`src/design/whp_pkg.sv`:
```
// Shared types and constants for the RIFF/WAVE header parser.
// No dependencies; used by whp_front, whp_back and wav_header_parser.
package whp_pkg;

   localparam int QUEUE_DEPTH = 2;

   localparam logic [31:0] ID_RIFF  = 32'h5249_4646;  // "RIFF"
   localparam logic [31:0] ID_WAVE  = 32'h5741_5645;  // "WAVE"
   localparam logic [31:0] ID_FMT   = 32'h666D_7420;  // "fmt "
   localparam logic [31:0] ID_DATA  = 32'h6461_7461;  // "data"
   localparam logic [31:0] FMT_SIZE = 32'd16;

   typedef enum logic [2:0] {
      PH_RIFF    = 3'd0,
      PH_FMT     = 3'd1,
      PH_SEARCH  = 3'd2,
      PH_SKIP    = 3'd3,
      PH_PAYLOAD = 3'd4,
      PH_FAILED  = 3'd5
   } phase_type;

   typedef enum logic [2:0] {
      ST_TAKEN   = 3'd0,
      ST_DONE    = 3'd1,
      ST_FAIL    = 3'd2,
      ST_PAYLOAD = 3'd3,
      ST_IGNORED = 3'd4
   } status_type;

   typedef enum logic {
      KIND_BYTE    = 1'b0,
      KIND_RESTART = 1'b1
   } kind_type;

   typedef struct packed {
      kind_type   kind;
      logic [7:0] data;
   } entry_type;

   // queue head as seen by the back end
   typedef struct packed {
      logic      valid;
      entry_type entry;
   } head_type;

endpackage

```
`src/design/whp_front.sv`:
```
// Front end: accepts requests, classifies them and holds them in a short queue.
// Depends on whp_pkg.
module whp_front #(
   parameter int Depth = whp_pkg::QUEUE_DEPTH
) (
   input  logic              clock,
   input  logic              reset,
   input  logic              req_valid,
   output logic              req_stall,
   input  logic              req_action,
   input  logic [7:0]        req_stream_byte,
   output whp_pkg::head_type head,
   input  logic              pop
);

   localparam int PtrW = (Depth > 1) ? $clog2(Depth) : 1;
   localparam int CntW = $clog2(Depth + 1);
   localparam logic [PtrW-1:0] LastPtr = PtrW'(Depth - 1);
   localparam logic [CntW-1:0] FullCnt = CntW'(Depth);

   whp_pkg::entry_type entries_ff [Depth];
   logic [PtrW-1:0]    wr_ptr_ff, wr_ptr_in;
   logic [PtrW-1:0]    rd_ptr_ff, rd_ptr_in;
   logic [CntW-1:0]    count_ff, count_in;
   logic               push;
   logic               do_pop;
   whp_pkg::entry_type new_entry;

   assign req_stall = (count_ff == FullCnt);
   assign push      = req_valid && !req_stall;
   assign do_pop    = pop && (count_ff != '0);

   // restart requests drop the byte so the back end sees a clean entry
   always_comb begin
      new_entry.kind = req_action ? whp_pkg::KIND_RESTART : whp_pkg::KIND_BYTE;
      new_entry.data = req_action ? 8'd0 : req_stream_byte;
   end

   always_comb begin
      wr_ptr_in = wr_ptr_ff;
      rd_ptr_in = rd_ptr_ff;
      count_in  = count_ff;
      if (push) begin
         wr_ptr_in = (wr_ptr_ff == LastPtr) ? '0 : wr_ptr_ff + PtrW'(1);
      end
      if (do_pop) begin
         rd_ptr_in = (rd_ptr_ff == LastPtr) ? '0 : rd_ptr_ff + PtrW'(1);
      end
      if (push && !do_pop) begin
         count_in = count_ff + CntW'(1);
      end else if (do_pop && !push) begin
         count_in = count_ff - CntW'(1);
      end
   end

   always_ff @(posedge clock) begin
      if (reset) begin
         wr_ptr_ff <= '0;
         rd_ptr_ff <= '0;
         count_ff  <= '0;
      end else begin
         wr_ptr_ff <= wr_ptr_in;
         rd_ptr_ff <= rd_ptr_in;
         count_ff  <= count_in;
      end
   end

   always_ff @(posedge clock) begin
      if (push) begin
         entries_ff[wr_ptr_ff] <= new_entry;
      end
   end

   assign head.valid = (count_ff != '0);
   assign head.entry = entries_ff[rd_ptr_ff];

`ifndef SYNTH
   a_count_bound: assert property (@(posedge clock) disable iff (reset)
      count_ff <= FullCnt)
      else $error("queue count over depth");

   a_push_grows: assert property (@(posedge clock) disable iff (reset)
      push && !do_pop |=> count_ff == $past(count_ff) + CntW'(1))
      else $error("push without pop did not grow the queue");

   a_empty_no_head: assert property (@(posedge clock) disable iff (reset)
      count_ff == '0 |-> !head.valid && !do_pop)
      else $error("empty queue presents or pops an entry");
`endif

endmodule

```
`src/design/whp_back.sv`:
```
// Back end: the header parse state machine and the registered result stage.
// Depends on whp_pkg; fed by whp_front.
module whp_back (
   input  logic              clock,
   input  logic              reset,
   input  whp_pkg::head_type head,
   output logic              pop,
   output logic              rsp_valid,
   input  logic              rsp_stall,
   output logic [2:0]        rsp_status,
   output logic [7:0]        rsp_payload_byte,
   output logic [15:0]       rsp_channel_count,
   output logic [15:0]       rsp_sample_width,
   output logic [31:0]       rsp_rate_hz
);

   whp_pkg::phase_type phase_ff, phase_in;
   logic [4:0]  pos_ff, pos_in;
   logic [31:0] id_ff, id_in;
   logic [31:0] size_ff, size_in;
   logic [31:0] skip_ff, skip_in;
   logic [15:0] chan_ff, chan_in;
   logic [15:0] width_ff, width_in;
   logic [31:0] rate_ff, rate_in;

   logic        rsp_valid_ff, rsp_valid_in;
   logic [2:0]  status_ff;
   logic [7:0]  pay_ff;
   logic [15:0] out_chan_ff;
   logic [15:0] out_width_ff;
   logic [31:0] out_rate_ff;

   whp_pkg::status_type status_in;
   logic [7:0]  pay_in;
   logic        take;
   logic [7:0]  b;
   logic        fmt_ok;

   assign take = head.valid && (!rsp_valid_ff || !rsp_stall);
   assign pop  = take;
   assign b    = head.entry.data;

   always_comb begin
      phase_in  = phase_ff;
      pos_in    = pos_ff;
      id_in     = id_ff;
      size_in   = size_ff;
      skip_in   = skip_ff;
      chan_in   = chan_ff;
      width_in  = width_ff;
      rate_in   = rate_ff;
      status_in = whp_pkg::ST_TAKEN;
      pay_in    = 8'd0;
      fmt_ok    = 1'b0;

      if (head.entry.kind == whp_pkg::KIND_RESTART) begin
         phase_in  = whp_pkg::PH_RIFF;
         pos_in    = '0;
         id_in     = '0;
         size_in   = '0;
         skip_in   = '0;
         chan_in   = '0;
         width_in  = '0;
         rate_in   = '0;
         status_in = whp_pkg::ST_IGNORED;
      end else begin
         case (phase_ff)
            whp_pkg::PH_RIFF: begin
               if (pos_ff < 5'd4) begin
                  id_in = {id_ff[23:0], b};
               end else if (pos_ff >= 5'd8) begin
                  size_in = {size_ff[23:0], b};
               end
               if (pos_ff >= 5'd11) begin
                  pos_in = '0;
                  if (id_in != whp_pkg::ID_RIFF || size_in != whp_pkg::ID_WAVE) begin
                     phase_in  = whp_pkg::PH_FAILED;
                     status_in = whp_pkg::ST_FAIL;
                  end else begin
                     phase_in = whp_pkg::PH_FMT;
                  end
               end else begin
                  pos_in = pos_ff + 5'd1;
               end
            end
            whp_pkg::PH_FMT: begin
               if (pos_ff < 5'd4) begin
                  id_in = {id_ff[23:0], b};
               end else if (pos_ff < 5'd8) begin
                  size_in = {b, size_ff[31:8]};
               end else if (pos_ff == 5'd10) begin
                  chan_in = {8'd0, b};
               end else if (pos_ff == 5'd11) begin
                  chan_in = {b, chan_ff[7:0]};
               end else if (pos_ff >= 5'd12 && pos_ff < 5'd16) begin
                  rate_in = {b, rate_ff[31:8]};
               end else if (pos_ff == 5'd22) begin
                  width_in = {8'd0, b};
               end else if (pos_ff == 5'd23) begin
                  width_in = {b, width_ff[7:0]};
               end
               if (pos_ff >= 5'd23) begin
                  pos_in = '0;
                  fmt_ok = (id_in == whp_pkg::ID_FMT) && (size_in == whp_pkg::FMT_SIZE);
                  if (!fmt_ok) begin
                     phase_in  = whp_pkg::PH_FAILED;
                     status_in = whp_pkg::ST_FAIL;
                  end else begin
                     phase_in = whp_pkg::PH_SEARCH;
                  end
               end else begin
                  pos_in = pos_ff + 5'd1;
               end
            end
            whp_pkg::PH_SEARCH: begin
               if (pos_ff < 5'd4) begin
                  id_in = {id_ff[23:0], b};
               end else begin
                  size_in = {b, size_ff[31:8]};
               end
               if (pos_ff >= 5'd7) begin
                  pos_in = '0;
                  if (id_in == whp_pkg::ID_DATA) begin
                     phase_in  = whp_pkg::PH_PAYLOAD;
                     status_in = whp_pkg::ST_DONE;
                  end else begin
                     skip_in  = size_in;
                     phase_in = (size_in == '0) ? whp_pkg::PH_SEARCH : whp_pkg::PH_SKIP;
                  end
               end else begin
                  pos_in = pos_ff + 5'd1;
               end
            end
            whp_pkg::PH_SKIP: begin
               if (skip_ff != '0) begin
                  skip_in = skip_ff - 32'd1;
               end
               if (skip_ff <= 32'd1) begin
                  phase_in = whp_pkg::PH_SEARCH;
                  pos_in   = '0;
               end
            end
            whp_pkg::PH_PAYLOAD: begin
               status_in = whp_pkg::ST_PAYLOAD;
               pay_in    = b;
            end
            default: begin
               status_in = whp_pkg::ST_IGNORED;
            end
         endcase
      end
   end

   always_comb begin
      rsp_valid_in = rsp_valid_ff;
      if (take) begin
         rsp_valid_in = 1'b1;
      end else if (!rsp_stall) begin
         rsp_valid_in = 1'b0;
      end
   end

   always_ff @(posedge clock) begin
      if (reset) begin
         phase_ff     <= whp_pkg::PH_RIFF;
         pos_ff       <= '0;
         id_ff        <= '0;
         size_ff      <= '0;
         skip_ff      <= '0;
         chan_ff      <= '0;
         width_ff     <= '0;
         rate_ff      <= '0;
         rsp_valid_ff <= 1'b0;
      end else begin
         rsp_valid_ff <= rsp_valid_in;
         if (take) begin
            phase_ff <= phase_in;
            pos_ff   <= pos_in;
            id_ff    <= id_in;
            size_ff  <= size_in;
            skip_ff  <= skip_in;
            chan_ff  <= chan_in;
            width_ff <= width_in;
            rate_ff  <= rate_in;
         end
      end
   end

   // result payload; format fields only show on done and payload results
   always_ff @(posedge clock) begin
      if (take) begin
         status_ff <= status_in;
         pay_ff    <= pay_in;
         if (status_in == whp_pkg::ST_DONE || status_in == whp_pkg::ST_PAYLOAD) begin
            out_chan_ff  <= chan_ff;
            out_width_ff <= width_ff;
            out_rate_ff  <= rate_ff;
         end else begin
            out_chan_ff  <= '0;
            out_width_ff <= '0;
            out_rate_ff  <= '0;
         end
      end
   end

   assign rsp_valid         = rsp_valid_ff;
   assign rsp_status        = status_ff;
   assign rsp_payload_byte  = pay_ff;
   assign rsp_channel_count = out_chan_ff;
   assign rsp_sample_width  = out_width_ff;
   assign rsp_rate_hz       = out_rate_ff;

`ifndef SYNTH
   a_fields_gated: assert property (@(posedge clock) disable iff (reset)
      rsp_valid_ff && status_ff != whp_pkg::ST_DONE && status_ff != whp_pkg::ST_PAYLOAD
      |-> out_chan_ff == '0 && out_width_ff == '0 && out_rate_ff == '0)
      else $error("format fields leak outside done/payload");

   a_restart_clears: assert property (@(posedge clock) disable iff (reset)
      take && head.entry.kind == whp_pkg::KIND_RESTART
      |=> phase_ff == whp_pkg::PH_RIFF && pos_ff == '0 && status_ff == whp_pkg::ST_IGNORED)
      else $error("restart did not return to riff phase");

   a_fail_sticks: assert property (@(posedge clock) disable iff (reset)
      take && status_in == whp_pkg::ST_FAIL |=> phase_ff == whp_pkg::PH_FAILED)
      else $error("failure did not enter failed phase");

   a_payload_phase: assert property (@(posedge clock) disable iff (reset)
      take && status_in == whp_pkg::ST_PAYLOAD |-> phase_ff == whp_pkg::PH_PAYLOAD)
      else $error("payload result outside payload phase");

   a_search_pos: assert property (@(posedge clock) disable iff (reset)
      phase_ff == whp_pkg::PH_SEARCH |-> pos_ff <= 5'd7)
      else $error("chunk header position out of range");
`endif

endmodule

```
`src/design/wav_header_parser.sv`:
```
// Top level of the RIFF/WAVE header parser: front queue plus parse back end.
// Depends on whp_pkg, whp_front and whp_back.
//
//   channel | ports                          | direction | moves
//   --------+--------------------------------+-----------+-------------------------
//   req     | req_valid/req_stall, action,   | in        | one stream byte or a
//           | stream_byte                    |           | restart per request
//   rsp     | rsp_valid/rsp_stall, status,   | out       | one result per request
//           | payload_byte, format fields    |           |
//
// One request per cycle sustained while rsp_stall stays low. An accepted request is
// written into the queue; its result is registered when the back end takes it from there.
// The parse state update is one step per byte in the back end, which sets the rate.
// Reset is synchronous: the queue empties, the parser returns to the RIFF header phase.
// req_stall rises only when the queue holds QueueDepth requests; a stalled result
// register stops the back end while the front keeps filling the queue.
module wav_header_parser #(
   parameter int QueueDepth = whp_pkg::QUEUE_DEPTH
) (
   input  logic        clock,
   input  logic        reset,
   input  logic        req_valid,
   output logic        req_stall,
   input  logic        req_action,
   input  logic [7:0]  req_stream_byte,
   output logic        rsp_valid,
   input  logic        rsp_stall,
   output logic [2:0]  rsp_status,
   output logic [7:0]  rsp_payload_byte,
   output logic [15:0] rsp_channel_count,
   output logic [15:0] rsp_sample_width,
   output logic [31:0] rsp_rate_hz
);

   whp_pkg::head_type head;   // queue head to the back end
   logic              pop;    // back end consumed the head

   // front: accept, tag restarts, queue
   whp_front #(
      .Depth(QueueDepth)
   ) u_front (
      .clock           (clock),
      .reset           (reset),
      .req_valid       (req_valid),
      .req_stall       (req_stall),
      .req_action      (req_action),
      .req_stream_byte (req_stream_byte),
      .head            (head),
      .pop             (pop)
   );

   // back: header state machine, chunk skipping, registered results
   whp_back u_back (
      .clock             (clock),
      .reset             (reset),
      .head              (head),
      .pop               (pop),
      .rsp_valid         (rsp_valid),
      .rsp_stall         (rsp_stall),
      .rsp_status        (rsp_status),
      .rsp_payload_byte  (rsp_payload_byte),
      .rsp_channel_count (rsp_channel_count),
      .rsp_sample_width  (rsp_sample_width),
      .rsp_rate_hz       (rsp_rate_hz)
   );

endmodule

```
`config.mk`:
```
export PLATFORM = sky130hd
export DESIGN_NAME = wav_header_parser
export DESIGN_NICKNAME = d
export VERILOG_FILES = /design/src/design/whp_pkg.sv /design/src/design/whp_front.sv /design/src/design/whp_back.sv /design/src/design/wav_header_parser.sv
export SDC_FILE = /design/constraint.sdc
export NUM_CORES = 1
export LEC_CHECK = 0
export BUFFER_PORTS_ARGS = -buffer_cell sky130_fd_sc_hd__buf_2
export CORE_UTILIZATION = 63
export DETAILED_ROUTE_END_ITERATION = 7
export PLACE_DENSITY_LB_ADDON = 0.05
export SYNTH_ARGS = -nofsm -noshare
export SYNTH_HDL_FRONTEND = slang
export SYNTH_SLANG_ARGS = --single-unit
export TNS_END_PERCENT = 5
```
`constraint.sdc`:
```
create_clock -name clock -period 12.89 [get_ports clock]
set_input_delay 2.578 -clock clock [delete_from_list [all_inputs] [get_ports clock]]
set_output_delay 2.578 -clock clock [all_outputs]
set_load 0.01 [all_outputs]
```
==> flow_metrics.py <==
metrics = {
    "outcome": {
        "status": "completed",
    },
    "critical_path": {
        "reg2reg_depth": 8,
        "cp.required_ps": 13340,
        "worst-path-max-fanout": 82,
        "arrival_ps": 5360,
        "endpoint_kind": "flop",
        "critical_path.startpoint_type": "primary input",
        "crit_type": "primary input to flop",
    },
    "timing": {
        "max_freq_mhz": 204,
        "holdWs_ps": 475,
        "fin_worst_skew_ps": 17.4,
        "drv_slew": 0,
        "relSlewSlack_pct": 20.5,
        "rsz0062_at_grt": "no",
        "final.period_utilization_pct": 38.0,
        "worst_pin_slew_ps": 1160,
        "setup_tns_ps": 0,
        "setup-violations-final": 0,
        "fin_crit_ps": 4900,
        "final-hold-violation-count": 0,
    },
    "final_layout": {
        "num-nets-final": 1530,
        "final_cell_area_sq_um": 14500,
        "syn_to_final_growth_pct": 10.3,
        "insertedDiodeCount": 0,
        "drive_gt1_share_pct": 12.0,
        "instances_no_fill": 1801,
    },
    "clocking": {
        "cts-htree-levels": 1,
        "cts_root_buf": "clkbuf_16",
        "cts_resized": 0,
        "post_cts_buffers": 0,
        "cts_tree": "done",
        "cts.sinks": 267,
        "clk_pin_slew_ps": 60,
        "cts_hold_buf": 0,
        "clock_path_buffers": 3,
        "cts_made_buffers": 27,
        "insertion_delay_ps": 550,
    },
    "min_path": {
        "min_path_cells": 1,
        "hold_class": "flop to flop",
    },
    "global_route": {
        "grt_overflow": 0,
        "grt_util_all_layers_pct": 32.6,
        "antenna_found_initial": 0,
        "grt_pass1_vias": 10426,
        "grt_max_degree": 98,
        "grt_first_pass_wirelength_mm": 56.1,
    },
    "floorplanning": {
        "die_area_sq_um": 21400,
        "die_height_um": 146,
        "start_util_pct": 64.6,
        "io_pins": 90,
        "die_x_um": 146,
        "core_area_sq_um": 20300,
        "fp-row-count": 52,
    },
    "routing": {
        "ant_nets": 0,
        "vias": 11668,
        "wl_per_cell_um": 19.6,
        "vias_per_cell": 6.48,
        "post-route-drc-count": 0,
        "dr.pass1.iters": 6,
        "drt_wl_total_mm": 35.4,
        "drtIter0Drc": 1288,
    },
    "power": {
        "p_total_w": 0.00254,
        "power_density_nw_per_um2": 176,
        "power_leakage_nw": 5.22,
        "ir_drop_mv": 0.158,
    },
    "yosys": {
        "ys_seq_area_share_pct": 47.8,
        "async_flop_share_pct": 0,
        "synth_nets": 1513,
        "ys.flop_type": "dfxtp_1",
        "synth-seq-cells": 267,
        "syn_area_per_cell_sq_um": 8.78,
        "synth_edf_count": 93,
        "synthDistinctLibCells": 73,
        "ys_warn_count": 0,
        "netlist_area_sq_um": 13100,
        "netlist_instances": 1494,
    },
    "place": {
        "port-buffer-count": 89,
        "gp_congestion": 0.981,
        "dp_hpwl_mm": 22.4,
        "placed_area_sq_um": 13600,
        "dp_cells": 1752,
    },
    "run": {
        "maxCapViolCount": 0,
    },
}
worst paths after layout:
| kind | startpoint | to | slack (ps) |
|---|---|---|---|
| hold / removal | u_back.skip_ff[21] | u_back.skip_ff[21] | 470 |
| setup / recovery | rsp_stall | u_back.id_ff[7] | 7990 |
| hold reg to reg | u_back.skip_ff[21] | u_back.skip_ff[21] | 470 |
| setup reg to reg | u_back.pos_ff[2] | u_back.skip_ff[7] | 9060 |
cells in the mapped netlist, drive strengths merged (26+ instances only):
master	number	area share [%]
mux2i	55	4.2
nand3	26	0.99
buf	33	1.4
a21oi	146	5.6
and2	67	3.2
a22oi	74	4.2
o22ai	33	1.6
edfxtp	93	21
o21ai	71	2.7
clkbuf	90	2.6
nor2	211	6.0
nand2	136	3.9
nor3	47	1.9
dfxtp	174	27
cells in the final DEF, fill, tap and decap left out, types with 9 or more instances in the layout:
master and count:
buf_2 88, o22ai_1 33, dfxtp_1 174, buf_4 23, nand3_1 26, edfxtp_1 93, nor3_1 44, inv_1 18
a31oi_1 14, nor4_1 22, nand2_1 135, a21oi_1 146, and2_1 66, nor2_1 210, a22oi_1 74, o21ai_0 67
clkbuf_16 27, mux2i_1 53, nor2b_1 24, or4_1 9, nand4_1 14
critical path: stages:
cell	delay [ps]
buf_2	100
o2bb2ai_1	260
clkinv_2	110
buf_4	720
nand3_1	620
nor2_1	230
buf_4	360
a22oi_1	110
nor2_1	160
flip-flops by register name (all words and copies together), names as in the netlist, 18 cells and up, named ones only:
signal              cells
u_back.id_ff           32
u_back.rate_ff         32
u_back.rsp_rate_hz     32
u_back.size_ff         32
u_back.skip_ff         32
u_front.entries_ff     18
metrics by stage:
stage | utilization (%) | setup slack [ps]
6_report | 71.3 | 7990
5_1_grt | 71.3 | 7690
4_1_cts | 71.3 | 7960
3_5_place_dp | 66.9 | 7380
3_3_place_gp | 66.9 | 7550
2_1_floorplan | - | 6830
cells by family (layout without fill, tap and decap cells):
group / Yosys count / after routing / synth area share (%)
muxes: 63 / 63 / 4.88
adders and majority gates: 6 / 6 / 0.572
and+or+nand+nor: 614 / 614 / 23.1
AOI/OAI and AO/OA: 395 / 395 / 18.6
xor gates and xnor gates: 7 / 7 / 0.467
DFF: 267 / 267 / 47.8
buffers and inverters: 142 / 179 / 4.56
per-layer routing:
layer | up-vias | track usage (%) | share of wire (%)
li1 | 5434 | - | -
met1 | 5474 | 44.8 | 41
met2 | 640 | 50.4 | 45
met3 | 120 | 5.47 | 9.1
met4 | 0 | 15.5 | 5.0
met5 | - | 0 | 0
layout make-up:
type                       instances  area [sq um]
multi-input combinational       1085          6280
sequential                       267          6280
fill                            1598          5830
clock buffer                      35           726
timing repair buffer             111           613
tap                              270           338
clock inverter                    14           163
inverter                          19          72.6
report_power, final:
part	total (W)	switching, W	internal, W
clock network	0.000794	0.000335	0.000459
registers	0.00108	0.0000507	0.00103
logic	0.000665	0.000487	0.000178
total	0.00254	0.000873	0.00167
No activity file was read; power rests on OpenSTA's default activity.
